--- src/rtl/hds_pkg.sv ---
`timescale 1ns / 1ps
`default_nettype none
// ---------------------------------------------------------------------------
// hds_pkg - shared definitions for the 1-D heat diffusion stencil
// Sizes, reset values, command and register codes, controller/datapath links.
// ---------------------------------------------------------------------------
package hds_pkg;

  localparam int NUM_CELLS = 64;
  localparam int ADDR_W    = $clog2(NUM_CELLS);

  localparam int TEMP_W = 40;
  localparam int GAIN_W = 32;
  localparam int HEAT_W = 32;
  localparam int IDX_W  = 6;
  localparam int CMD_W  = 2;

  localparam int D_W   = TEMP_W + 3;
  localparam int M_W   = TEMP_W + 2;
  localparam int LO_W  = 32;
  localparam int MHI_W = M_W - LO_W;
  localparam int HP_W  = MHI_W + GAIN_W;
  localparam int Q_W   = HP_W + 1;
  localparam int V_W   = Q_W + 2;

  localparam int CFG_AW = 5;
  localparam int CFG_DW = 64;

  localparam logic [TEMP_W-1:0] TEMP_MAX  = '1;
  localparam logic [GAIN_W-1:0] GAIN_RST  = 32'd27089218;
  localparam logic [TEMP_W-1:0] INIT_RST  = 40'd5033164800;
  localparam logic [TEMP_W-1:0] BOUND_RST = 40'd4674132378;

  localparam logic [CMD_W-1:0] CMD_STEP   = 2'd0;
  localparam logic [CMD_W-1:0] CMD_READ   = 2'd1;
  localparam logic [CMD_W-1:0] CMD_RELOAD = 2'd2;

  localparam logic [1:0] REG_GAIN  = 2'd0;
  localparam logic [1:0] REG_INIT  = 2'd1;
  localparam logic [1:0] REG_BOUND = 2'd2;

  typedef struct packed {
    logic              in_load;
    logic              sat_clr;
    logic              rd_en;
    logic              rd_step;
    logic [ADDR_W-1:0] rd_addr;
    logic              reload;
    logic              wr_first;
    logic              wr_last;
    logic              res_read;
    logic              res_step;
    logic              out_load;
  } hds_cmd_t;

  typedef struct packed {
    logic pipe_busy;
  } hds_sts_t;

endpackage
`default_nettype wire

--- src/rtl/hds_ctrl.sv ---
`timescale 1ns / 1ps
`default_nettype none
// ---------------------------------------------------------------------------
// hds_ctrl - command sequencer
// Accepts commands, sweeps the cell memory for a step, drives result handoff.
// ---------------------------------------------------------------------------
module hds_ctrl
  import hds_pkg::*;
(
  input  wire logic             clk_i,
  input  wire logic             rst_ni,
  input  wire logic             in_valid_i,
  input  wire logic [CMD_W-1:0] in_cmd_i,
  output logic                  in_ready_o,
  output logic                  out_valid_o,
  input  wire logic             out_ready_i,
  input  wire hds_sts_t         sts_i,
  output hds_cmd_t              cmd_o
);

  localparam logic [3:0] ST_IDLE  = 4'd0;
  localparam logic [3:0] ST_STEP  = 4'd1;
  localparam logic [3:0] ST_DRAIN = 4'd2;
  localparam logic [3:0] ST_FIX0  = 4'd3;
  localparam logic [3:0] ST_FIXL  = 4'd4;
  localparam logic [3:0] ST_RD    = 4'd5;
  localparam logic [3:0] ST_RDW   = 4'd6;
  localparam logic [3:0] ST_RLD   = 4'd7;
  localparam logic [3:0] ST_PUT   = 4'd8;

  localparam logic [ADDR_W-1:0] LAST_ADDR = ADDR_W'(NUM_CELLS - 1);

  logic [3:0]        state_q, state_d;
  logic [ADDR_W-1:0] cnt_q, cnt_d;
  logic              oval_q, oval_d;
  logic              accept;

  assign in_ready_o  = (state_q == ST_IDLE);
  assign out_valid_o = oval_q;
  assign accept      = in_valid_i && in_ready_o;

  always_comb begin
    state_d = state_q;
    cnt_d   = cnt_q;
    oval_d  = oval_q;
    cmd_o   = '0;
    if (oval_q && out_ready_i) begin
      oval_d = 1'b0;
    end
    case (state_q)
      ST_IDLE: begin
        if (accept) begin
          cmd_o.in_load = 1'b1;
          case (in_cmd_i)
            CMD_STEP: begin
              cmd_o.sat_clr = 1'b1;
              cnt_d         = '0;
              state_d       = ST_STEP;
            end
            CMD_READ:   state_d = ST_RD;
            CMD_RELOAD: state_d = ST_RLD;
            default:    state_d = ST_IDLE;
          endcase
        end
      end
      ST_STEP: begin
        cmd_o.rd_en   = 1'b1;
        cmd_o.rd_step = 1'b1;
        cmd_o.rd_addr = cnt_q;
        cnt_d         = cnt_q + 1'b1;
        if (cnt_q == LAST_ADDR) begin
          state_d = ST_DRAIN;
        end
      end
      ST_DRAIN: begin
        if (!sts_i.pipe_busy) begin
          state_d = ST_FIX0;
        end
      end
      ST_FIX0: begin
        cmd_o.wr_first = 1'b1;
        state_d        = ST_FIXL;
      end
      ST_FIXL: begin
        cmd_o.wr_last  = 1'b1;
        cmd_o.res_step = 1'b1;
        state_d        = ST_PUT;
      end
      ST_RD: begin
        cmd_o.rd_en = 1'b1;
        state_d     = ST_RDW;
      end
      ST_RDW: begin
        cmd_o.res_read = 1'b1;
        state_d        = ST_PUT;
      end
      ST_RLD: begin
        cmd_o.reload = 1'b1;
        state_d      = ST_PUT;
      end
      ST_PUT: begin
        if (!oval_q || out_ready_i) begin
          cmd_o.out_load = 1'b1;
          oval_d         = 1'b1;
          state_d        = ST_IDLE;
        end
      end
      default: state_d = ST_IDLE;
    endcase
  end

  always_ff @(posedge clk_i or negedge rst_ni) begin
    if (!rst_ni) begin
      state_q <= ST_IDLE;
      cnt_q   <= '0;
      oval_q  <= 1'b0;
    end else begin
      state_q <= state_d;
      cnt_q   <= cnt_d;
      oval_q  <= oval_d;
    end
  end

endmodule
`default_nettype wire

--- config.mk ---
export PLATFORM = sky130hd
export DESIGN_NAME = hds_ctrl
export DESIGN_NICKNAME = d
export VERILOG_FILES = /design/src/rtl/hds_pkg.sv /design/src/rtl/hds_ctrl.sv
export SDC_FILE = /design/constraint.sdc
export NUM_CORES = 1
export LEC_CHECK = 0
export BUFFER_PORTS_ARGS = -buffer_cell sky130_fd_sc_hd__buf_2
export CAP_MARGIN = 20
export CORE_AREA = 2 2 44 46
export CTS_CLUSTER_DIAMETER = 150
export DETAILED_ROUTE_END_ITERATION = 8
export DIE_AREA = 0 0 46 48
export PLACE_DENSITY_LB_ADDON = 0.3
export SETUP_SLACK_MARGIN = 0.4
export SLEW_MARGIN = 20
export SYNTH_ARGS = -nofsm -noshare
export SYNTH_HDL_FRONTEND = slang
export SYNTH_SLANG_ARGS = --single-unit
--- constraint.sdc ---
create_clock -name clk_i -period 1.9 [get_ports clk_i]
set_input_delay 0.19 -clock clk_i [delete_from_list [all_inputs] [get_ports clk_i]]
set_output_delay 0.19 -clock clk_i [all_outputs]
set_load 0.01 [all_outputs]
# Word-level counts from Yosys, hierarchy flattened
# Index checks and enable logic that the tools add are counted.
[op_classes]
add_sub_neg = 1
n_eq_ne = 16
mux = 23
n_reduce_logical = 11
[op_table]
columns = ["op", "n"]
rows = [
  ["case mux 4 bit (7 select lines)", 1],
  ["equality test 4 x 3 -> 1 bit, second input constant", 4],
  ["2-to-1 mux 4 bit", 4],
  ["2-to-1 mux 6 bit", 2],
  ["case mux 6 bit (2 select lines)", 1],
  ["2-to-1 mux 1 bit", 11],
  ["case mux 3 bit (3 select lines)", 1],
  ["equality test 4 x 2 -> 1 bit, second input constant", 2],
  ["2-to-1 mux 7 bit", 1],
  ["adder 6 x 1 -> 6 bit, second input constant", 1],
  ["equality test 6 bit, second input constant", 1],
  ["inequality test 2 bit, second input constant", 3],
  ["equality test 4 x 1 -> 1 bit, second input constant", 1],
  ["equality test 4 bit, second input constant", 1],
  ["logical NOT 4 bit", 1],
  ["2-to-1 mux 2 bit", 2],
  ["inequality test 2 x 1 -> 1 bit, second input constant", 2],
  ["AND reduction 4 bit", 1],
  ["AND reduction 3 bit", 1],
  ["OR reduction 3 bit", 1],
  ["equality test 2 x 1 -> 1 bit, second input constant", 1],
  ["equality test 2 bit, second input constant", 1],
  ["logical AND 1 bit", 2],
  ["logical NOT 2 bit", 1],
  ["other kinds (4)", 4],
]
[word_totals]
register_bits = 11
in_bits = 7
output_inout_bits = 18

# Longest topological paths before layout
[logic_depth]
word_depth = 4
mapped_depth = 6

# Worst setup path before layout
# No wires, ideal clock.
[synth_path]
path_kind = "flip-flop to flip-flop"
from = "reg state_q[2]"
to = "reg cnt_q[5]"
setup_time_ps = 66
arrival_time_ps = 1559
required_ps = 1834
slack_ps = 275
path_stages_with_launch = 7
n_path_buf = 2
cell_sequence = "dfrtp_1 buf_6 or4b_1 buf_2 inv_2 and2_2 a221o_1"
[synth_between]
elab_chain_len = 4
word_cells_on_any_way = 8
[synth_rtl]
columns = ["element", "line", "text"]
rows = [
  ["start: declaration", "hds_ctrl.sv:33", "logic [3:0] state_q, state_d;"],
  ["start signal: assignment", "hds_ctrl.sv:118", "state_q <= state_d;"],
  ["logical NOT 4 bit", "hds_ctrl.sv:38, hds_ctrl.sv:50", ""],
  ["logical AND 1 bit", "hds_ctrl.sv:40", "assign accept = in_valid_i && in_ready_o;"],
  ["inequality test 2 x 1 -> 1 bit (no line)", "n/a", ""],
  ["AND reduction 3 bit (no line)", "n/a", ""],
  ["end signal: assignment", "hds_ctrl.sv:119", "cnt_q <= cnt_d;"],
  ["end: declaration", "hds_ctrl.sv:34", "logic [ADDR_W-1:0] cnt_q, cnt_d;"],
]
# Several ways; a longest one is shown, not always the timed one.
# A chain may end at the register's enable or synchronous reset.

==> key figures <==
Timing
  – F_max: 0.5536 GHz
  – Worst-margin pin slew: 0.4690 ns
  – Final setup violating endpoints: 0
  – Final period util: 95.07%
  – Final setup TNS: 0 ns
  – Clock skew: 0.004506 ns
  – Slew margin rel.: 68.65%
  – Max Slew Vio Count: 0
  – Shortest period the worst path allows: 1.806 ns
  – RSZ-0062 raised after global routing: yes
  – Final Hold Fails: 0

Die
  – Die width: 46 um
  – Core footprint: 1689 sq um
  – Rows: 15
  – Starting density of the core: 45.70%
  – IO Count: 25
  – DIE AREA: 2208 sq um
  – Die height: 48 um

Global routing
  – Total gr overflow: 0
  – Largest net degree at the start of global routing: 13
  – GRT Util Overall: 21.24%
  – Vias in the first global route: 729
  – Initial antenna violation count: 0
  – First-pass GRT wire length: 3291 um

Synth
  – Seq/Total Area, Yosys: 35.66%
  – Post-Synthesis Cells: 89
  – EDFF count, synth: 0
  – Synthesized area per cell: 8.674 sq um
  – Async set-reset flop share out of synthesis: 100.0%
  – Dominant synthesized flop cell: dfrtp_1
  – Distinct cell type count after synthesis: 38
  – Syn Std Cell Area: 772.0 sq um
  – Post-synthesis sequential element count: 11
  – Post-Syn Nets: 100
  – Yosys top cell by area: dfrtp_1
  – Top post-synthesis cells by area: dfrtp_1 (36%), ha_1 (6.5%), a21oi_1 (4.5%)
  – Yosys top cell area share: 35.66%
  – Synth Warn #: 0

CTS
  – Clk_lat worst skew: 0.27 ns
  – Max clock buf depth: 2
  – CTS buffer count: 3
  – CTS tree: yes
  – Clk sinks: 11
  – CTS root buf: clkbuf_4
  – H-tree depth: 1
  – Worst-path clk slew: 0.08 ns

Place
  – Dpl hpwl: 1257 um
  – I/O Buffers: 24
  – GPL Wtd Cong: 0.8857
  – Placed Instances: 126

Routing
  – Routed via count: 815
  – Post-DR wirelength/cell: 14.05 um
  – First-pass iteration count of the detailed router: 4
  – Routed WL: 2108 um
  – Mean number of vias per cell: 5.433
  – Remaining DRCs: 0
  – ANT nets after route: 0
  – Initial DRC count: 24

Pwr
  – Total chip power: 1704 uW
  – Internal Power: 1018 uW
  – Seq pwr share: 24.0%
  – P_leak: 0.0006139 uW
  – VDD IR max: 0.7917 mV
  – Comb power frac: 66.3%
  – Pwr Density: 1384 nW/um^2
  – Switch share: 40.23%
  – Clk pwr share: 9.6%
  – Switch Pwr: 685.3 uW

Final layout
  – Layout cell share with drive strength beyond 1: 55.64%
  – Area Growth Syn to Fin: 59.48%
  – Final std cells w/o fill: 150
  – Antenna cells: 0
  – Post-layout net count: 145
  – Fillers: 130

Worst setup path
  – Crit Path Class: flip-flop to primary output
  – Kind of cell adding the most delay to the critical path: simple AND/OR/NAND/NOR gates
  – Crit-path max cell delay: 0.57 ns
  – Crit-path cells: or4b_4, inv_6, and2_4, buf_6
  – Critical path data arrival time: 1.62 ns
  – Worst r2r path cells: 5
  – Crit. path cell count: 4
  – Worst path slowest cell: or4b_4
  – CP max FO: 7
  – CP bufs+invs: 2
  – CP Launch Type: flip-flop
  – Worst EP required: 1.71 ns
  – CP Capture Type: primary output

Worst hold path
  – Hold WC Path Type: input port to flip-flop
  – WHS Path Cells: 3

Status
  – Status: completed

Run
  – Max-capacitance violation count: 0
==> path summary, 6_finish.rpt <==
check                                            start                      to  slack (ns)
min in group asynchronous                       rst_ni    cnt_q[4]$_DFFE_PN0P_        0.31
worst max-delay path            state_q[2]$_DFFE_PN0P_               cmd_o[11]        0.09
worst max register to register  state_q[2]$_DFFE_PN0P_    cnt_q[5]$_DFFE_PN0P_        0.12
max in group asynchronous                       rst_ni  state_q[1]$_DFFE_PN0P_        1.36
worst min register to register   out_valid_o$_DFF_PN0_   out_valid_o$_DFF_PN0_        0.52
worst min-delay path                       out_ready_i   out_valid_o$_DFF_PN0_        0.21
==> power groups by stage <==
| stage | combinational [uW] | sequential [uW] | clock [uW] |
|---|---|---|---|
| after floorplan | 530 | 382 | 0 |
| after global placement | 646 | 408 | 0 |
| after detailed placement | 654 | 414 | 0 |
| after CTS | 967 | 395 | 170 |
| after global routing | 1220 | 423 | 182 |
| final | 1130 | 409 | 164 |
==> kinds of logic (layout without fill, tap and decap cells) <==
| logic type | after synthesis | after routing | synth area share [%] |
|---|---|---|---|
| fa+ha+maj | 4 | 4 | 6.483 |
| buf+inv | 12 | 56 | 7.618 |
| compound gates | 17 | 17 | 14.75 |
| xor+xnor | 1 | 1 | 1.135 |
| simple gates | 42 | 42 | 31.61 |
| mux | 2 | 2 | 2.755 |
| flops | 11 | 11 | 35.66 |
==> cell usage after synthesis (all sizes together), types with 2 or more instances <==
master / count
dfrtp: 11
a21oi: 7
nor2: 7
and2: 6
inv: 6
nand2: 6
buf: 4
ha: 4
nand2b: 3
nor4: 3
or2: 3
or3: 3
a2111oi: 2
a22o: 2
clkbuf: 2
nand3: 2
o22ai: 2
or4b: 2
==> metrics by stage <==
step                      util (%)  cell area (sq um)  setup WS [ns]  hold WS, ns
after floorplan                  -              800.8         0.3164      -0.1056
final                        72.89               1231        0.09367       0.2099
after global routing         72.89               1231        0.05156       0.2271
after detailed placement     53.78              908.4         0.1573      0.07264
after global placement       53.78              908.4         0.2034      0.07260
after CTS                    66.74               1127        0.09904       0.2019
==> repair_timing <==
| action | 4_1_cts | 5_1_grt |
|---|---|---|
| gates resized for setup | 22 | 13 |
| hold buffers | 1 | 0 |
| endpoints found under the hold margin | 11 | 0 |
| pin swaps | 3 | 6 |
| setup buffers | 12 | 7 |
| endpoints found under the setup margin | 20 | 26 |
==> cells in the final DEF, fill, tap and decap left out, types with 2 or more instances in the layout <==
cell type,count
buf_2,18
or4b_4,2
nor4_1,2
o22ai_1,2
buf_6,13
and2_4,5
a22o_1,2
nand3_1,2
or3_4,2
dfrtp_2,3
clkbuf_4,3
ha_1,4
dfrtp_1,8
nand2b_1,2
inv_1,5
nand2_1,6
a21oi_1,7
buf_4,14
nor2_1,6
or2_2,2
==> worst reg2reg max path, stage by stage (launching register included) <==
cell and delay, ns:
dfrtp_2 0.44, or4b_4 0.57, buf_4 0.16, buf_4 0.13
nor4_1 0.27, a221o_1 0.15
==> layout make-up <==
cell class	instances	area (sq um)	area share (%)
Sequential cell	11	279.0	22.66
Timing Repair Buffer	46	351.6	28.56
Tap cell	17	21.27	1.728
Inverter	6	27.53	2.236
Clock buffer	4	26.28	2.134
Multi-Input combinational cell	66	525.5	42.68
==> layer usage <==
metal,up-vias,track usage (%),wire (um)
met3,4,2.642,88
met5,-,0,0
met4,0,14.29,40
li1,403,-,-
met2,34,36.11,1061
met1,374,25.00,917
==> flip-flops by register name (all words and copies together), names as in the netlist <==
| register | cells |
|---|---|
| cnt_q | 6 |
| out_valid_o | 1 |
| state_q | 4 |
No activity file was read; power rests on OpenSTA's default activity.
